===== src/hw/rtl/bdd_pkg.sv =====
// ----------------------------------------------------------------------------
// bdd_pkg: shared constants for the digit divider
// Field widths of the channels and the default digit size.
// ----------------------------------------------------------------------------
`default_nettype none

package bdd_pkg;

    // width of every digit-sized field on the channels
    localparam int FIELD_W = 60;

    // default working digit size (8 .. 60, at most FIELD_W)
    localparam int DIGIT_BITS_DEF = 60;

endpackage

`default_nettype wire


===== src/hw/rtl/bdd_if.sv =====
// ----------------------------------------------------------------------------
// bdd_if: valid/ready channels of the digit divider
// Input digit channel, result channel and divisor write channel.
// ----------------------------------------------------------------------------
`default_nettype none

// dividend digit channel
interface bdd_in_if;
    import bdd_pkg::*;
    logic               valid;
    logic               ready;
    logic [FIELD_W-1:0] dividend_digit;
    logic               final_digit;
    logic               negative;

    modport source (output valid, output dividend_digit, output final_digit,
                    output negative, input ready);
    modport sink   (input valid, input dividend_digit, input final_digit,
                    input negative, output ready);
endinterface

// result channel
interface bdd_out_if;
    import bdd_pkg::*;
    logic               valid;
    logic               ready;
    logic [FIELD_W-1:0] quotient_digit;
    logic [FIELD_W-1:0] remainder_out;
    logic               last;
    logic               quotient_negative;
    logic               divide_by_zero;

    modport source (output valid, output quotient_digit, output remainder_out,
                    output last, output quotient_negative, output divide_by_zero,
                    input ready);
    modport sink   (input valid, input quotient_digit, input remainder_out,
                    input last, input quotient_negative, input divide_by_zero,
                    output ready);
endinterface

// divisor write channel
interface bdd_cfg_if;
    import bdd_pkg::*;
    logic               valid;
    logic               ready;
    logic [FIELD_W-1:0] data;

    modport source (output valid, output data, input ready);
    modport sink   (input valid, input data, output ready);
endinterface

`default_nettype wire


===== src/hw/rtl/bignum_divide_by_digit.sv =====
// ----------------------------------------------------------------------------
// bignum_divide_by_digit: short division of a multi-digit number by one digit
// Bit-serial restoring divider, one quotient bit per clock while running.
// ----------------------------------------------------------------------------
// Usage:
//   i_cfg  writes the divisor (reset value 1); always ready. Write it only
//          while no digit is in flight.
//   i_in   takes one dividend digit per transfer, most significant first;
//          final_digit marks the least significant digit of a number.
//   o_out  returns one result per digit: quotient digit, final remainder
//          (zero unless last), sign copy and the divide-by-zero flag.
// Timing:
//   Each digit is worked on by the single shift/subtract unit, one quotient
//   bit per cycle; its last step can hold, as described below. A new digit
//   is accepted in the cycle after the result is loaded, so a digit is taken
//   only once the one before it is through. The running remainder carries
//   from digit to digit.
// Reset and stall:
//   Reset clears the running remainder and sets the divisor to 1. A result
//   waits in the output register while the receiver stalls; the next digit
//   may still be taken and worked on, and its last step holds until the
//   output register is free.
// ----------------------------------------------------------------------------
`default_nettype none

module bignum_divide_by_digit #(
    parameter int DIGIT_BITS = bdd_pkg::DIGIT_BITS_DEF
) (
    input  wire        i_clk,
    input  wire        i_rst_n,
    bdd_cfg_if.sink    i_cfg,
    bdd_in_if.sink     i_in,
    bdd_out_if.source  o_out
);
    import bdd_pkg::*;

    localparam int W     = DIGIT_BITS;
    localparam int CNT_W = $clog2(DIGIT_BITS);

    localparam logic S_IDLE = 1'b0;
    localparam logic S_RUN  = 1'b1;

    // state and datapath registers
    logic               r_state, n_state;
    logic [CNT_W-1:0]   r_cnt, n_cnt;
    logic [FIELD_W-1:0] r_divisor;
    logic [W-1:0]       r_rem, n_rem;
    logic [W-1:0]       r_digit, n_digit;
    logic [W-1:0]       r_quo, n_quo;
    logic               r_final, r_neg, r_dbz;
    logic               r_out_valid, n_out_valid;
    logic [FIELD_W-1:0] r_out_quo, r_out_rem;
    logic               r_out_last, r_out_neg, r_out_dbz;

    // width conversion between fields and digits
    logic [FIELD_W+W-1:0] dvs_ext, dig_ext;
    logic [W-1:0]         dvs, in_digit;
    logic [FIELD_W+W-1:0] q_ext, r_ext;

    // shared step unit
    logic         carry;
    logic [W-1:0] shifted;
    logic         take;
    logic [W-1:0] step_rem;
    logic [W-1:0] step_quo;

    logic in_xfer, slot_free, last_step, finish;
    logic [W-1:0] res_quo, res_rem;

    assign dvs_ext  = {{W{1'b0}}, r_divisor};
    assign dvs      = dvs_ext[W-1:0];
    assign dig_ext  = {{W{1'b0}}, i_in.dividend_digit};
    assign in_digit = dig_ext[W-1:0];

    // handshakes
    assign i_cfg.ready = 1'b1;
    assign i_in.ready  = (r_state == S_IDLE);
    assign in_xfer     = i_in.valid && i_in.ready;
    assign slot_free   = !r_out_valid || o_out.ready;
    assign last_step   = (r_state == S_RUN) && (r_cnt == '0);
    assign finish      = last_step && slot_free;

    // one restoring step: shift in the next digit bit, subtract on carry or >=
    always_comb begin
        carry    = r_rem[W-1];
        shifted  = {r_rem[W-2:0], r_digit[W-1]};
        take     = carry || (shifted >= dvs);
        step_rem = take ? (shifted - dvs) : shifted;
        step_quo = {r_quo[W-2:0], take};
    end

    // final result selection: zero on a zero divisor, remainder only on the final digit
    always_comb begin
        res_quo = r_dbz ? '0 : step_quo;
        res_rem = (r_dbz || !r_final) ? '0 : step_rem;
        q_ext   = {{FIELD_W{1'b0}}, res_quo};
        r_ext   = {{FIELD_W{1'b0}}, res_rem};
    end

    // sequencer
    always_comb begin
        n_state     = r_state;
        n_cnt       = r_cnt;
        n_rem       = r_rem;
        n_digit     = r_digit;
        n_quo       = r_quo;
        n_out_valid = r_out_valid && !o_out.ready;
        case (r_state)
            S_IDLE: begin
                if (in_xfer) begin
                    n_state = S_RUN;
                    n_cnt   = CNT_W'(DIGIT_BITS - 1);
                    n_digit = in_digit;
                    n_quo   = '0;
                end
            end
            S_RUN: begin
                if (last_step) begin
                    if (slot_free) begin
                        n_state     = S_IDLE;
                        n_out_valid = 1'b1;
                        n_rem       = (r_dbz || r_final) ? '0 : step_rem;
                    end
                end else begin
                    n_cnt   = r_cnt - 1'b1;
                    n_rem   = step_rem;
                    n_digit = {r_digit[W-2:0], 1'b0};
                    n_quo   = step_quo;
                end
            end
            default: begin
                n_state = S_IDLE;
            end
        endcase
    end

    // control registers
    always_ff @(posedge i_clk) begin
        if (!i_rst_n) begin
            r_state     <= S_IDLE;
            r_cnt       <= '0;
            r_rem       <= '0;
            r_divisor   <= FIELD_W'(1);
            r_out_valid <= 1'b0;
        end else begin
            r_state     <= n_state;
            r_cnt       <= n_cnt;
            r_rem       <= n_rem;
            r_out_valid <= n_out_valid;
            if (i_cfg.valid && i_cfg.ready) begin
                r_divisor <= i_cfg.data;
            end
        end
    end

    // payload registers
    always_ff @(posedge i_clk) begin
        r_digit <= n_digit;
        r_quo   <= n_quo;
        if (in_xfer) begin
            r_final <= i_in.final_digit;
            r_neg   <= i_in.negative;
            r_dbz   <= (dvs == '0);
        end
        if (finish) begin
            r_out_quo  <= q_ext[FIELD_W-1:0];
            r_out_rem  <= r_ext[FIELD_W-1:0];
            r_out_last <= r_final;
            r_out_neg  <= r_neg;
            r_out_dbz  <= r_dbz;
        end
    end

    assign o_out.valid             = r_out_valid;
    assign o_out.quotient_digit    = r_out_quo;
    assign o_out.remainder_out     = r_out_rem;
    assign o_out.last              = r_out_last;
    assign o_out.quotient_negative = r_out_neg;
    assign o_out.divide_by_zero    = r_out_dbz;

endmodule

`default_nettype wire


===== src/flat_wrapper.sv =====
// flat-port wrapper written by rule: the top's interface ports become plain ports
module bignum_divide_by_digit_flat import bdd_pkg::*;
#(
    parameter int DIGIT_BITS = bdd_pkg::DIGIT_BITS_DEF
)
  (i_clk, i_rst_n, i_cfg_valid, i_cfg_data, i_cfg_ready, i_in_valid, i_in_dividend_digit, i_in_final_digit, i_in_negative, i_in_ready, o_out_valid, o_out_quotient_digit, o_out_remainder_out, o_out_last, o_out_quotient_negative, o_out_divide_by_zero, o_out_ready);
  bdd_cfg_if i_cfg_i ();
  bdd_in_if i_in_i ();
  bdd_out_if o_out_i ();
  input  wire i_clk;
  input  wire i_rst_n;
  input wire logic [$bits(i_cfg_i.valid)-1:0] i_cfg_valid;
  input wire logic [$bits(i_cfg_i.data)-1:0] i_cfg_data;
  output wire logic [$bits(i_cfg_i.ready)-1:0] i_cfg_ready;
  input wire logic [$bits(i_in_i.valid)-1:0] i_in_valid;
  input wire logic [$bits(i_in_i.dividend_digit)-1:0] i_in_dividend_digit;
  input wire logic [$bits(i_in_i.final_digit)-1:0] i_in_final_digit;
  input wire logic [$bits(i_in_i.negative)-1:0] i_in_negative;
  output wire logic [$bits(i_in_i.ready)-1:0] i_in_ready;
  output wire logic [$bits(o_out_i.valid)-1:0] o_out_valid;
  output wire logic [$bits(o_out_i.quotient_digit)-1:0] o_out_quotient_digit;
  output wire logic [$bits(o_out_i.remainder_out)-1:0] o_out_remainder_out;
  output wire logic [$bits(o_out_i.last)-1:0] o_out_last;
  output wire logic [$bits(o_out_i.quotient_negative)-1:0] o_out_quotient_negative;
  output wire logic [$bits(o_out_i.divide_by_zero)-1:0] o_out_divide_by_zero;
  input wire logic [$bits(o_out_i.ready)-1:0] o_out_ready;
  assign i_cfg_i.valid = i_cfg_valid;
  assign i_cfg_i.data = i_cfg_data;
  assign i_cfg_ready = i_cfg_i.ready;
  assign i_in_i.valid = i_in_valid;
  assign i_in_i.dividend_digit = i_in_dividend_digit;
  assign i_in_i.final_digit = i_in_final_digit;
  assign i_in_i.negative = i_in_negative;
  assign i_in_ready = i_in_i.ready;
  assign o_out_valid = o_out_i.valid;
  assign o_out_quotient_digit = o_out_i.quotient_digit;
  assign o_out_remainder_out = o_out_i.remainder_out;
  assign o_out_last = o_out_i.last;
  assign o_out_quotient_negative = o_out_i.quotient_negative;
  assign o_out_divide_by_zero = o_out_i.divide_by_zero;
  assign o_out_i.ready = o_out_ready;
  bignum_divide_by_digit #(.DIGIT_BITS(DIGIT_BITS)) u_core (.i_clk(i_clk), .i_rst_n(i_rst_n), .i_cfg(i_cfg_i), .i_in(i_in_i), .o_out(o_out_i));
endmodule

===== config.mk =====
export PLATFORM = sky130hd
export DESIGN_NAME = bignum_divide_by_digit_flat
export DESIGN_NICKNAME = d
export VERILOG_FILES = /design/src/hw/rtl/bdd_pkg.sv /design/src/hw/rtl/bdd_if.sv /design/src/hw/rtl/bignum_divide_by_digit.sv /design/src/flat_wrapper.sv
export SDC_FILE = /design/constraint.sdc
export NUM_CORES = 1
export LEC_CHECK = 0
export ABC_AREA = 1
export BUFFER_PORTS_ARGS = -buffer_cell sky130_fd_sc_hd__buf_2
export CAP_MARGIN = 20
export CORE_ASPECT_RATIO = 0.9
export CORE_UTILIZATION = 35
export CTS_CLUSTER_DIAMETER = 200
export DETAILED_ROUTE_END_ITERATION = 10
export GPL_TIMING_DRIVEN = 0
export SLEW_MARGIN = 20
export SYNTH_ARGS = -nofsm -noshare
export SYNTH_HDL_FRONTEND = slang
export SYNTH_SLANG_ARGS = --single-unit

===== constraint.sdc =====
create_clock -name i_clk -period 14.1 [get_ports i_clk]
set_clock_uncertainty 0.05 [all_clocks]
set_input_delay 2.115 -clock i_clk [delete_from_list [all_inputs] [get_ports i_clk]]
set_output_delay 2.115 -clock i_clk [all_outputs]
set_load 0.02 [all_outputs]

==> impl_metrics.csv, run 1 <==
group,metric,value,unit
run_status,status,"completed",
synth,synth_fa_ha_area_share,3.79,%
clock_tree,cts_tree,"built",
clock_tree,cts_sinks,373,
pwr,intPower,2000,uW
cells_and_area,utilization,41.8,%
synth,synth_top_family_by_area,"simple AND/OR/NAND/NOR gates",
pwr,vdd_ir_drop_max,0.0000991,V
placed_design,hpwl,50300,um
clock_tree,cts_made_buffers,42,
critical_path,cp.arrival,1.86,ns
sta,rsz0062_at_grt,"no",
placed_design,numPortBuffers,251,
cells_and_area,drive_gt1_share,14.3,%
critical_path,critPathLaunchType,"flip-flop",
cells_and_area,fill_cells,6089,
synth,syn_area,20600,um2
clock_tree,post_cts_resized,0,
sta,fmax,249,MHz
route,detailroute.via_count,17800,
grt,grt_use_total,20.8,%
die,dieArea,60000,um2
die,num_rows,84,
synth,synth_cell_types,44,
sta,timing.slew.headroom,31.5,%
die,coreArea,58300,um2
pwr,clkPwrFrac,38.7,%
min_path,hold_path.class,"flip-flop to flip-flop",
grt,antenna_found_initial,3,
pwr,p_seq_share,47.2,%
pwr,p_leak,0.0118,uW
sta,setup_viol,0,
sta,fin_crit_sh,28.5,%
sta,worstMarginPinSlew,1.03,ns
clock_tree,clock_latency,0.57,ns
route,wl_per_cell,16.4,um
clock_tree,cts_setup_buffers,0,
cells_and_area,final_common_cell,"nand2_1",
synth,synth_fp_nets,2933,
route,ant_nets,0,
synth,synth_compound_area_share,7.79,%
grt,grt_max_degree,58,
synth,synth_xor_area_share,1.31,%
critical_path,worstPathRequired,11.94,ns
sta,min_period,4.02,ns
clock_tree,clock-root-buffer,"clkbuf_16",
pwr,p_comb_share,14.1,%
clock_tree,cts.htree.levels,2,
cells_and_area,multi_input_area,8360,um2
pwr,p_switching,757,uW
critical_path,worstSetupPathType,"flip-flop to primary output",
die,start_util,35.4,%
grt,grt_pass1_wl,95000,um
die,die_h,232,um
critical_path,crit_fanout,10,
placed_design,routabilityCongestion,0.998,
die,ios,253,
clock_tree,cts_hold_buf,0,
die,die_width,258,um
run,drv_cap,0,
cells_and_area,nets,3235,
route,drc,0,
pwr,p_per_area,113,nW/um2
cells_and_area,synthToLayoutAreaGrowth,18.2,%
sta,slew_violations,0,
clock_tree,cts_max_path_buffers,3,
route,drtPass1Iterations,7,
synth,seq_area_frac_synth,48.0,%
clock_tree,cts.clk_slew.worst_paths,0.05,ns
pwr,switching_share,27.4,%
synth,synth.area.mux_share,0,%
synth,yosys_warnings,0,
cells_and_area,final_cell_mix,"nand2_1, inv_1, buf_2, edfxtp_1, nor2_1",
sta,fin_tns_setup,0,ns
cells_and_area,seqCellArea,9920,um2
route,viasPerCell,4.61,
grt,gr-total-overflow,0,
synth,synth_cells,2744,
synth,synth.avg_cell_area,7.52,um2
synth,yosys.area_share.simple,27.4,%
route,routed_wl,63300,um
route,drt_iter0_markers,1382,
sta,hold_viol,0,
critical_path,cp-end-kind,"primary output",
synth,ys_seq_elements,373,
grt,grt_pass1_vias,16300,
power groups by stage:
| stage | clock network (uW) | logic [uW] | registers [uW] |
|---|---|---|---|
| after CTS | 1090 | 388 | 1300 |
| final | 1070 | 388 | 1300 |
| after floorplan | 0 | 225 | 1350 |
| after detailed placement | 0 | 386 | 1320 |
| after global routing | 1130 | 434 | 1310 |
| after global placement | 0 | 371 | 1340 |
worst max-delay path: stages, from the launching register on:
cell and delay (ns):
dfxtp_1 0.29, clkbuf_1 0.18, inv_2 0.21, clkbuf_1 0.36, buf_2 0.26
registers in the layout, indices dropped and copies added, names as in the netlist:
register                        cells
u_core.r_quo                       59
u_core.r_dbz                        1
u_core.r_final                      1
u_core.dvs                         60
u_core.r_rem                       60
u_core.o_out.valid                  1
u_core.o_out.quotient_digit        60
u_core.r_digit                     60
u_core.o_out.last                   1
u_core.r_state                      1
u_core.o_out.remainder_out         60
u_core.o_out.quotient_negative      1
u_core.r_neg                        1
u_core.o_out.divide_by_zero         1
u_core.r_cnt                        6
area by class of cell:
type	instances	share of cell area [%]
clock inverters	21	0.836
clock buffers	54	4.62
diodes	3	0.0308
plain buffers	84	1.67
multi-input cells	1756	34.2
inverters	531	8.18
repair buffers	258	5.81
flip-flops and latches	373	40.6
well taps	774	3.97
per-layer routing:
metal	part of all wire, %	vias to the layer above	GRT usage [%]
met4	1.9	0	4.94
met2	44	445	32.0
met5	0	-	0
met3	6.2	63	4.18
met1	48	8107	29.7
li1	-	9162	-
stage by stage:
stage	cell area, um2	setup WS (ns)	hold slack (ns)	instances	total power, uW
6_report	24400	10.08	0.371	3854	2760
5_1_grt	24400	9.93	0.384	3853	2880
4_1_cts	24400	10.02	0.374	3851	2780
3_5_place_dp	23100	9.73	0.360	3776	1710
3_3_place_gp	22900	2.85	0.352	3769	1710
2_1_floorplan	20600	6.01	0.350	2744	1570
Yosys cell counts (all sizes together):
library cell,number,area share (%)
o21a,1,0.036
and3,1,0.030
ha,61,3.7
o21ai,94,2.6
nand3b,6,0.22
o31ai,1,0.036
edfxtp,245,36
buf,20,0.81
nor3,7,0.17
nand4,24,0.73
nor4,21,0.67
and2,5,0.15
inv,531,9.7
xor2,23,0.98
nand3,100,2.9
o21bai,8,0.29
nand2,983,18
clkbuf,64,1.2
a211oi,1,0.036
a31oi,2,0.061
a211o,1,0.042
a21oi,190,4.6
conb,1,0.018
nor2,217,4.2
dfxtp,128,12
fa,1,0.097
xnor2,8,0.34
kinds of logic after synthesis:
group           Yosys count
flops                   373
xor+xnor                 31
simple gates           1364
other cells               1
buf+inv                 615
fa+ha+maj                62
compound gates          298
final timing paths:
| path | start | slack (ns) | depth (start not counted) | end |
|---|---|---|---|---|
| max | u_core.r_state | 10.08 | 4 | i_in_ready |
| max reg2reg | u_core.r_digit[59] | 10.84 | 18 | u_core.o_out.remainder_out[3] |
| min | u_core.r_neg | 0.37 | 0 | u_core.o_out.quotient_negative |
| min reg2reg | u_core.r_neg | 0.37 | 0 | u_core.o_out.quotient_negative |
Power figures use the tool's default switching activity.
==> inputs of run 2 (changes only) <==
clock period = 3.41 ns   (was 14.1 ns; I/O delays follow)
==> impl_metrics.csv, run 2 (same netlist as run 1, synthesis figures left out) <==
group,metric,value,unit
grt,grt_max_degree,97,
run,drv_cap,0,
cells_and_area,final_cell_mix,"nand2_1, inv_1, buf_2, edfxtp_1, nor2_1",
clock_tree,cts_setup_buffers,0,
route,viasPerCell,4.61,
critical_path,critPathLaunchType,"flip-flop",
die,coreArea,58300,um2
critical_path,worstSetupPathType,"flip-flop to flip-flop",
critical_path,worstPathRequired,3.64,ns
clock_tree,cts_sinks,373,
clock_tree,cts_tree,"built",
sta,setup_viol,0,
route,routed_wl,63900,um
route,drtPass1Iterations,8,
placed_design,numPortBuffers,251,
clock_tree,cts.htree.levels,2,
placed_design,dp.cells,3776,
clock_tree,clock-root-buffer,"clkbuf_16",
grt,grt_use_total,21.0,%
die,num_rows,84,
route,drt_iter0_markers,1253,
critical_path,cp.arrival,3.45,ns
min_path,hold_path.class,"input port to flip-flop",
route,wl_per_cell,16.6,um
route,drc,2,
grt,antenna_found_initial,4,
sta,rsz0062_at_grt,"no",
run_status,status,"complete, but fails checks",
clock_tree,cts_max_path_buffers,3,
sta,fmax,310,MHz
pwr,p_leak,0.0118,uW
cells_and_area,nets,3235,
clock_tree,clock_latency,0.58,ns
run_status,violations,"design-rule violations",
cells_and_area,fill_cells,6028,
clock_tree,cts_made_buffers,42,
die,die_width,258,um
sta,worstMarginPinSlew,1.17,ns
pwr,vdd_ir_drop_max,0.000407,V
die,die_h,232,um
cells_and_area,final_common_cell,"nand2_1",
pwr,p_per_area,469,nW/um2
placed_design,routabilityCongestion,1.00,
placed_design,post_dp_cell_area,23100,um2
sta,fin_tns_setup,0,ns
cells_and_area,utilization,41.9,%
grt,grt_pass1_vias,16600,
critical_path,crit_fanout,10,
sta,fin_crit_sh,94.5,%
grt,grt_pass1_wl,95900,um
sta,timing.slew.headroom,21.7,%
placed_design,hpwl,50100,um
sta,hold_viol,0,
critical_path,cp-end-kind,"flip-flop",
grt,gr-total-overflow,0,
die,ios,253,
cells_and_area,synthToLayoutAreaGrowth,18.3,%
sta,min_period,3.22,ns
die,dieArea,60000,um2
die,start_util,35.4,%
route,detailroute.via_count,17800,
route,ant_nets,0,
sta,slew_violations,0,
cells_and_area,fin_area,24400,um2
cells_and_area,stdcell_count,3855,
cells_and_area,drive_gt1_share,14.4,%
pwr,finalPower,11500,uW
clock_tree,cts.clk_slew.worst_paths,0.06,ns
==> run 2: changes by cell type in the layout (fill, tap and decap cells not counted), sizes merged <==
cell,change
clkbuf,-1
diode,-1
buf,-1
clkinv,+1
clkinvlp,+2
inv,+1
==> run 2: routing by layer <==
layer,track usage (%),vias up,wire (um)
met5,0,-,8
met4,5.33,2,1400
met3,4.10,68,4260
met2,32.4,479,27800
met1,30.0,8100,30400
li1,-,9130,-
==> run 2: worst max-delay path, stage by stage (launching register included) <==
cell and delay (ns):
edfxtp_1 0.44, inv_1 0.10, ha_1 0.24, fa_1 0.40
inv_1 0.12, nand2_1 0.06, nand2_1 0.07, nand3_1 0.08
nand2_2 0.15, nand2_1 0.06, nand2_1 0.15, nand2_2 0.08
nand3_2 0.11, nand2_4 0.07, nand2_8 0.15, buf_6 0.24
nand3_2 0.15, nand2_1 0.12, nor2_1 0.06
==> run 2: final timing paths <==
check	from	to	slack, ns	depth (start not counted)
setup / recovery	u_core.r_digit[59]	u_core.o_out.remainder_out[49]	0.19	18
hold / removal	i_in_final_digit	u_core.r_final	0.07	1
setup reg to reg	u_core.r_digit[59]	u_core.o_out.remainder_out[49]	0.19	18
hold reg to reg	u_core.r_neg	u_core.o_out.quotient_negative	0.37	0
==> run 2: cell type report <==
cell class | count | area [um2] | share of cell area, %
multi-input cells | 1756 | 8370 | 34.3
plain buffers | 84 | 410 | 1.68
inverters | 531 | 2000 | 8.17
flip-flops and latches | 373 | 9920 | 40.6
clock buffers | 52 | 1120 | 4.59
clock inverters | 25 | 225 | 0.922
well taps | 774 | 968 | 3.97
diodes | 2 | 5.00 | 0.0205
repair buffers | 258 | 1410 | 5.76
==> run 2: power breakdown <==
part / internal, uW / switching (uW)
logic: 449 / 1140
registers: 5250 / 140
clock network: 2570 / 1900
==> run 2: metrics by stage <==
stage	hold WS (ns)	setup slack, ns
global route	0.0388	0.0127
finish	0.0662	0.187
global placement	0.353	-1.01
floorplan	0.350	0.164
CTS	0.0322	0.122
detailed placement	0.355	0.161
==> run 2: timing repair <==
item	4_1_cts	5_1_grt
setup endpoints to repair	0	7
hold buffers	0	0
gates resized for setup	0	3
==> inputs of run 3 (changes only) <==
GPL_TIMING_DRIVEN = default   (was 0)
==> impl_metrics.csv, run 3 (same netlist as run 1, synthesis figures left out) <==
group,metric,value,unit
sta,worstMarginPinSlew,0.844,ns
critical_path,critPathLaunchType,"flip-flop",
pwr,finalPower,11200,uW
route,routed_wl,60400,um
sta,layout_setup_ws,0.331,ns
critical_path,worstPathRequired,3.64,ns
clock_tree,post_cts_resized,0,
sta,hold_viol,0,
pwr,p_seq_share,48.3,%
pwr,vdd_ir_drop_max,0.000331,V
cells_and_area,final_cell_mix,"nand2_1, inv_1, buf_2, edfxtp_1, nor2_1",
clock_tree,cts_tree,"built",
cells_and_area,drive_gt1_share,14.6,%
critical_path,crit_fanout,26,
grt,antenna_found_initial,6,
die,die_width,258,um
pwr,switching_share,27.6,%
clock_tree,cts.clk_slew.worst_paths,0.06,ns
route,drtPass1Iterations,7,
die,start_util,35.4,%
route,drc,0,
pwr,p_comb_share,13.4,%
sta,fmax,325,MHz
die,die_h,232,um
run,drv_cap,0,
placed_design,place_ws,0.363,ns
cells_and_area,final_common_cell,"nand2_1",
pwr,p_switching,3090,uW
pwr,clkPwrFrac,38.4,%
clock_tree,cts_hold_buf,0,
clock_tree,cts_max_path_buffers,3,
critical_path,cp-end-kind,"flip-flop",
critical_path,cp.arrival,3.31,ns
sta,rsz0062_at_grt,"no",
route,drt_iter0_markers,1179,
critical_path,worstSetupPathType,"flip-flop to flip-flop",
die,num_rows,84,
cells_and_area,stdcell_count,3785,
grt,grt_use_total,19.9,%
clock_tree,cts_setup_buffers,0,
placed_design,routabilityCongestion,0.991,
die,dieArea,60000,um2
sta,timing.slew.headroom,43.8,%
cells_and_area,nets,3167,
pwr,intPower,8110,uW
sta,setup_viol,0,
clock_tree,cts.htree.levels,2,
pwr,p_per_area,466,nW/um2
grt,gr-total-overflow,0,
die,ios,253,
route,viasPerCell,4.61,
grt,grt_max_degree,124,
cells_and_area,synthToLayoutAreaGrowth,16.4,%
route,wl_per_cell,16.0,um
sta,fin_tns_setup,0,ns
route,ant_nets,0,
pwr,p_leak,0.0116,uW
cells_and_area,fill_cells,6120,
min_path,hold_path.class,"input port to flip-flop",
placed_design,dp.cells,3708,
cells_and_area,seqCellArea,9920,um2
cells_and_area,fin_area,24000,um2
sta,min_period,3.08,ns
clock_tree,cts_sinks,373,
clock_tree,clock-root-buffer,"clkbuf_16",
run_status,status,"completed",
sta,slew_violations,0,
grt,grt_pass1_vias,16200,
die,coreArea,58300,um2
sta,fin_crit_sh,90.3,%
grt,grt_pass1_wl,93000,um
placed_design,hpwl,44700,um
cells_and_area,multi_input_area,8370,um2
placed_design,numPortBuffers,251,
clock_tree,cts_made_buffers,42,
route,detailroute.via_count,17500,
clock_tree,clock_latency,0.57,ns
placed_design,post_dp_cell_area,22700,um2
[run 3: cell types whose count changed in the layout (fill, tap and decap cells not counted), sizes merged]
cell,change
buf,-3
clkbuf,-61
inv,-3
bufinv,-2
clkinvlp,-1
[run 3: path summary, 6_finish.rpt]
| path | cells past startpoint | slack [ns] | startpoint | endpoint |
|---|---|---|---|---|
| setup / recovery | 18 | 0.33 | u_core.r_digit[59] | u_core.o_out.remainder_out[58] |
| hold / removal | 1 | 0.07 | i_in_final_digit | u_core.r_final |
| setup reg to reg | 18 | 0.33 | u_core.r_digit[59] | u_core.o_out.remainder_out[58] |
| hold reg to reg | 0 | 0.38 | u_core.r_neg | u_core.o_out.quotient_negative |
[run 3: per-layer routing]
metal	up-vias	global-route usage (%)	share of wire [%]
met5	-	0	0.073
met4	8	5.66	2.0
met3	71	3.53	5.7
met2	404	30.5	44
met1	7989	28.7	48
li1	8992	-	-
[run 3: cell type report]
class | count | share of cell area [%]
Sequential cell | 373 | 41.3
Multi-Input combinational cell | 1756 | 34.8
Inverter | 531 | 8.31
Timing Repair Buffer | 274 | 6.20
Clock buffer | 56 | 4.77
Tap cell | 774 | 4.03
Clock inverter | 19 | 0.583
Antenna cell | 2 | 0.0208
[run 3: worst max-delay path: stages (launching register included)]
cell and delay, ns:
edfxtp_1 0.33, inv_1 0.06, ha_1 0.23, fa_1 0.42, inv_1 0.12, nand2_1 0.06
nand2_1 0.07, nand3_1 0.08, nand2_2 0.13, nand2_1 0.07, nand2_1 0.17, nand2_2 0.08
nand3_2 0.11, nand2_4 0.07, nand2_8 0.17, inv_4 0.15, buf_12 0.21, nand2_1 0.10
a21oi_1 0.08
[run 3: power by group through the flow]
| stage | Clock [uW] | Sequential (uW) | Combinational (uW) |
|---|---|---|---|
| after detailed placement | 0 | 5500 | 1500 |
| after floorplan | 0 | 5540 | 935 |
| after global routing | 4580 | 5450 | 1690 |
| after CTS | 4440 | 5410 | 1510 |
| final | 4300 | 5410 | 1500 |
| after global placement | 0 | 5500 | 1490 |
[run 3: metrics by stage]
stage / hold slack (ns) / utilization [%]
2_1_floorplan: 0.350 / -
3_3_place_gp: 0.354 / 39.0
3_5_place_dp: 0.366 / 39.0
4_1_cts: 0.0344 / 41.2
5_1_grt: 0.0391 / 41.2
6_report: 0.0697 / 41.2
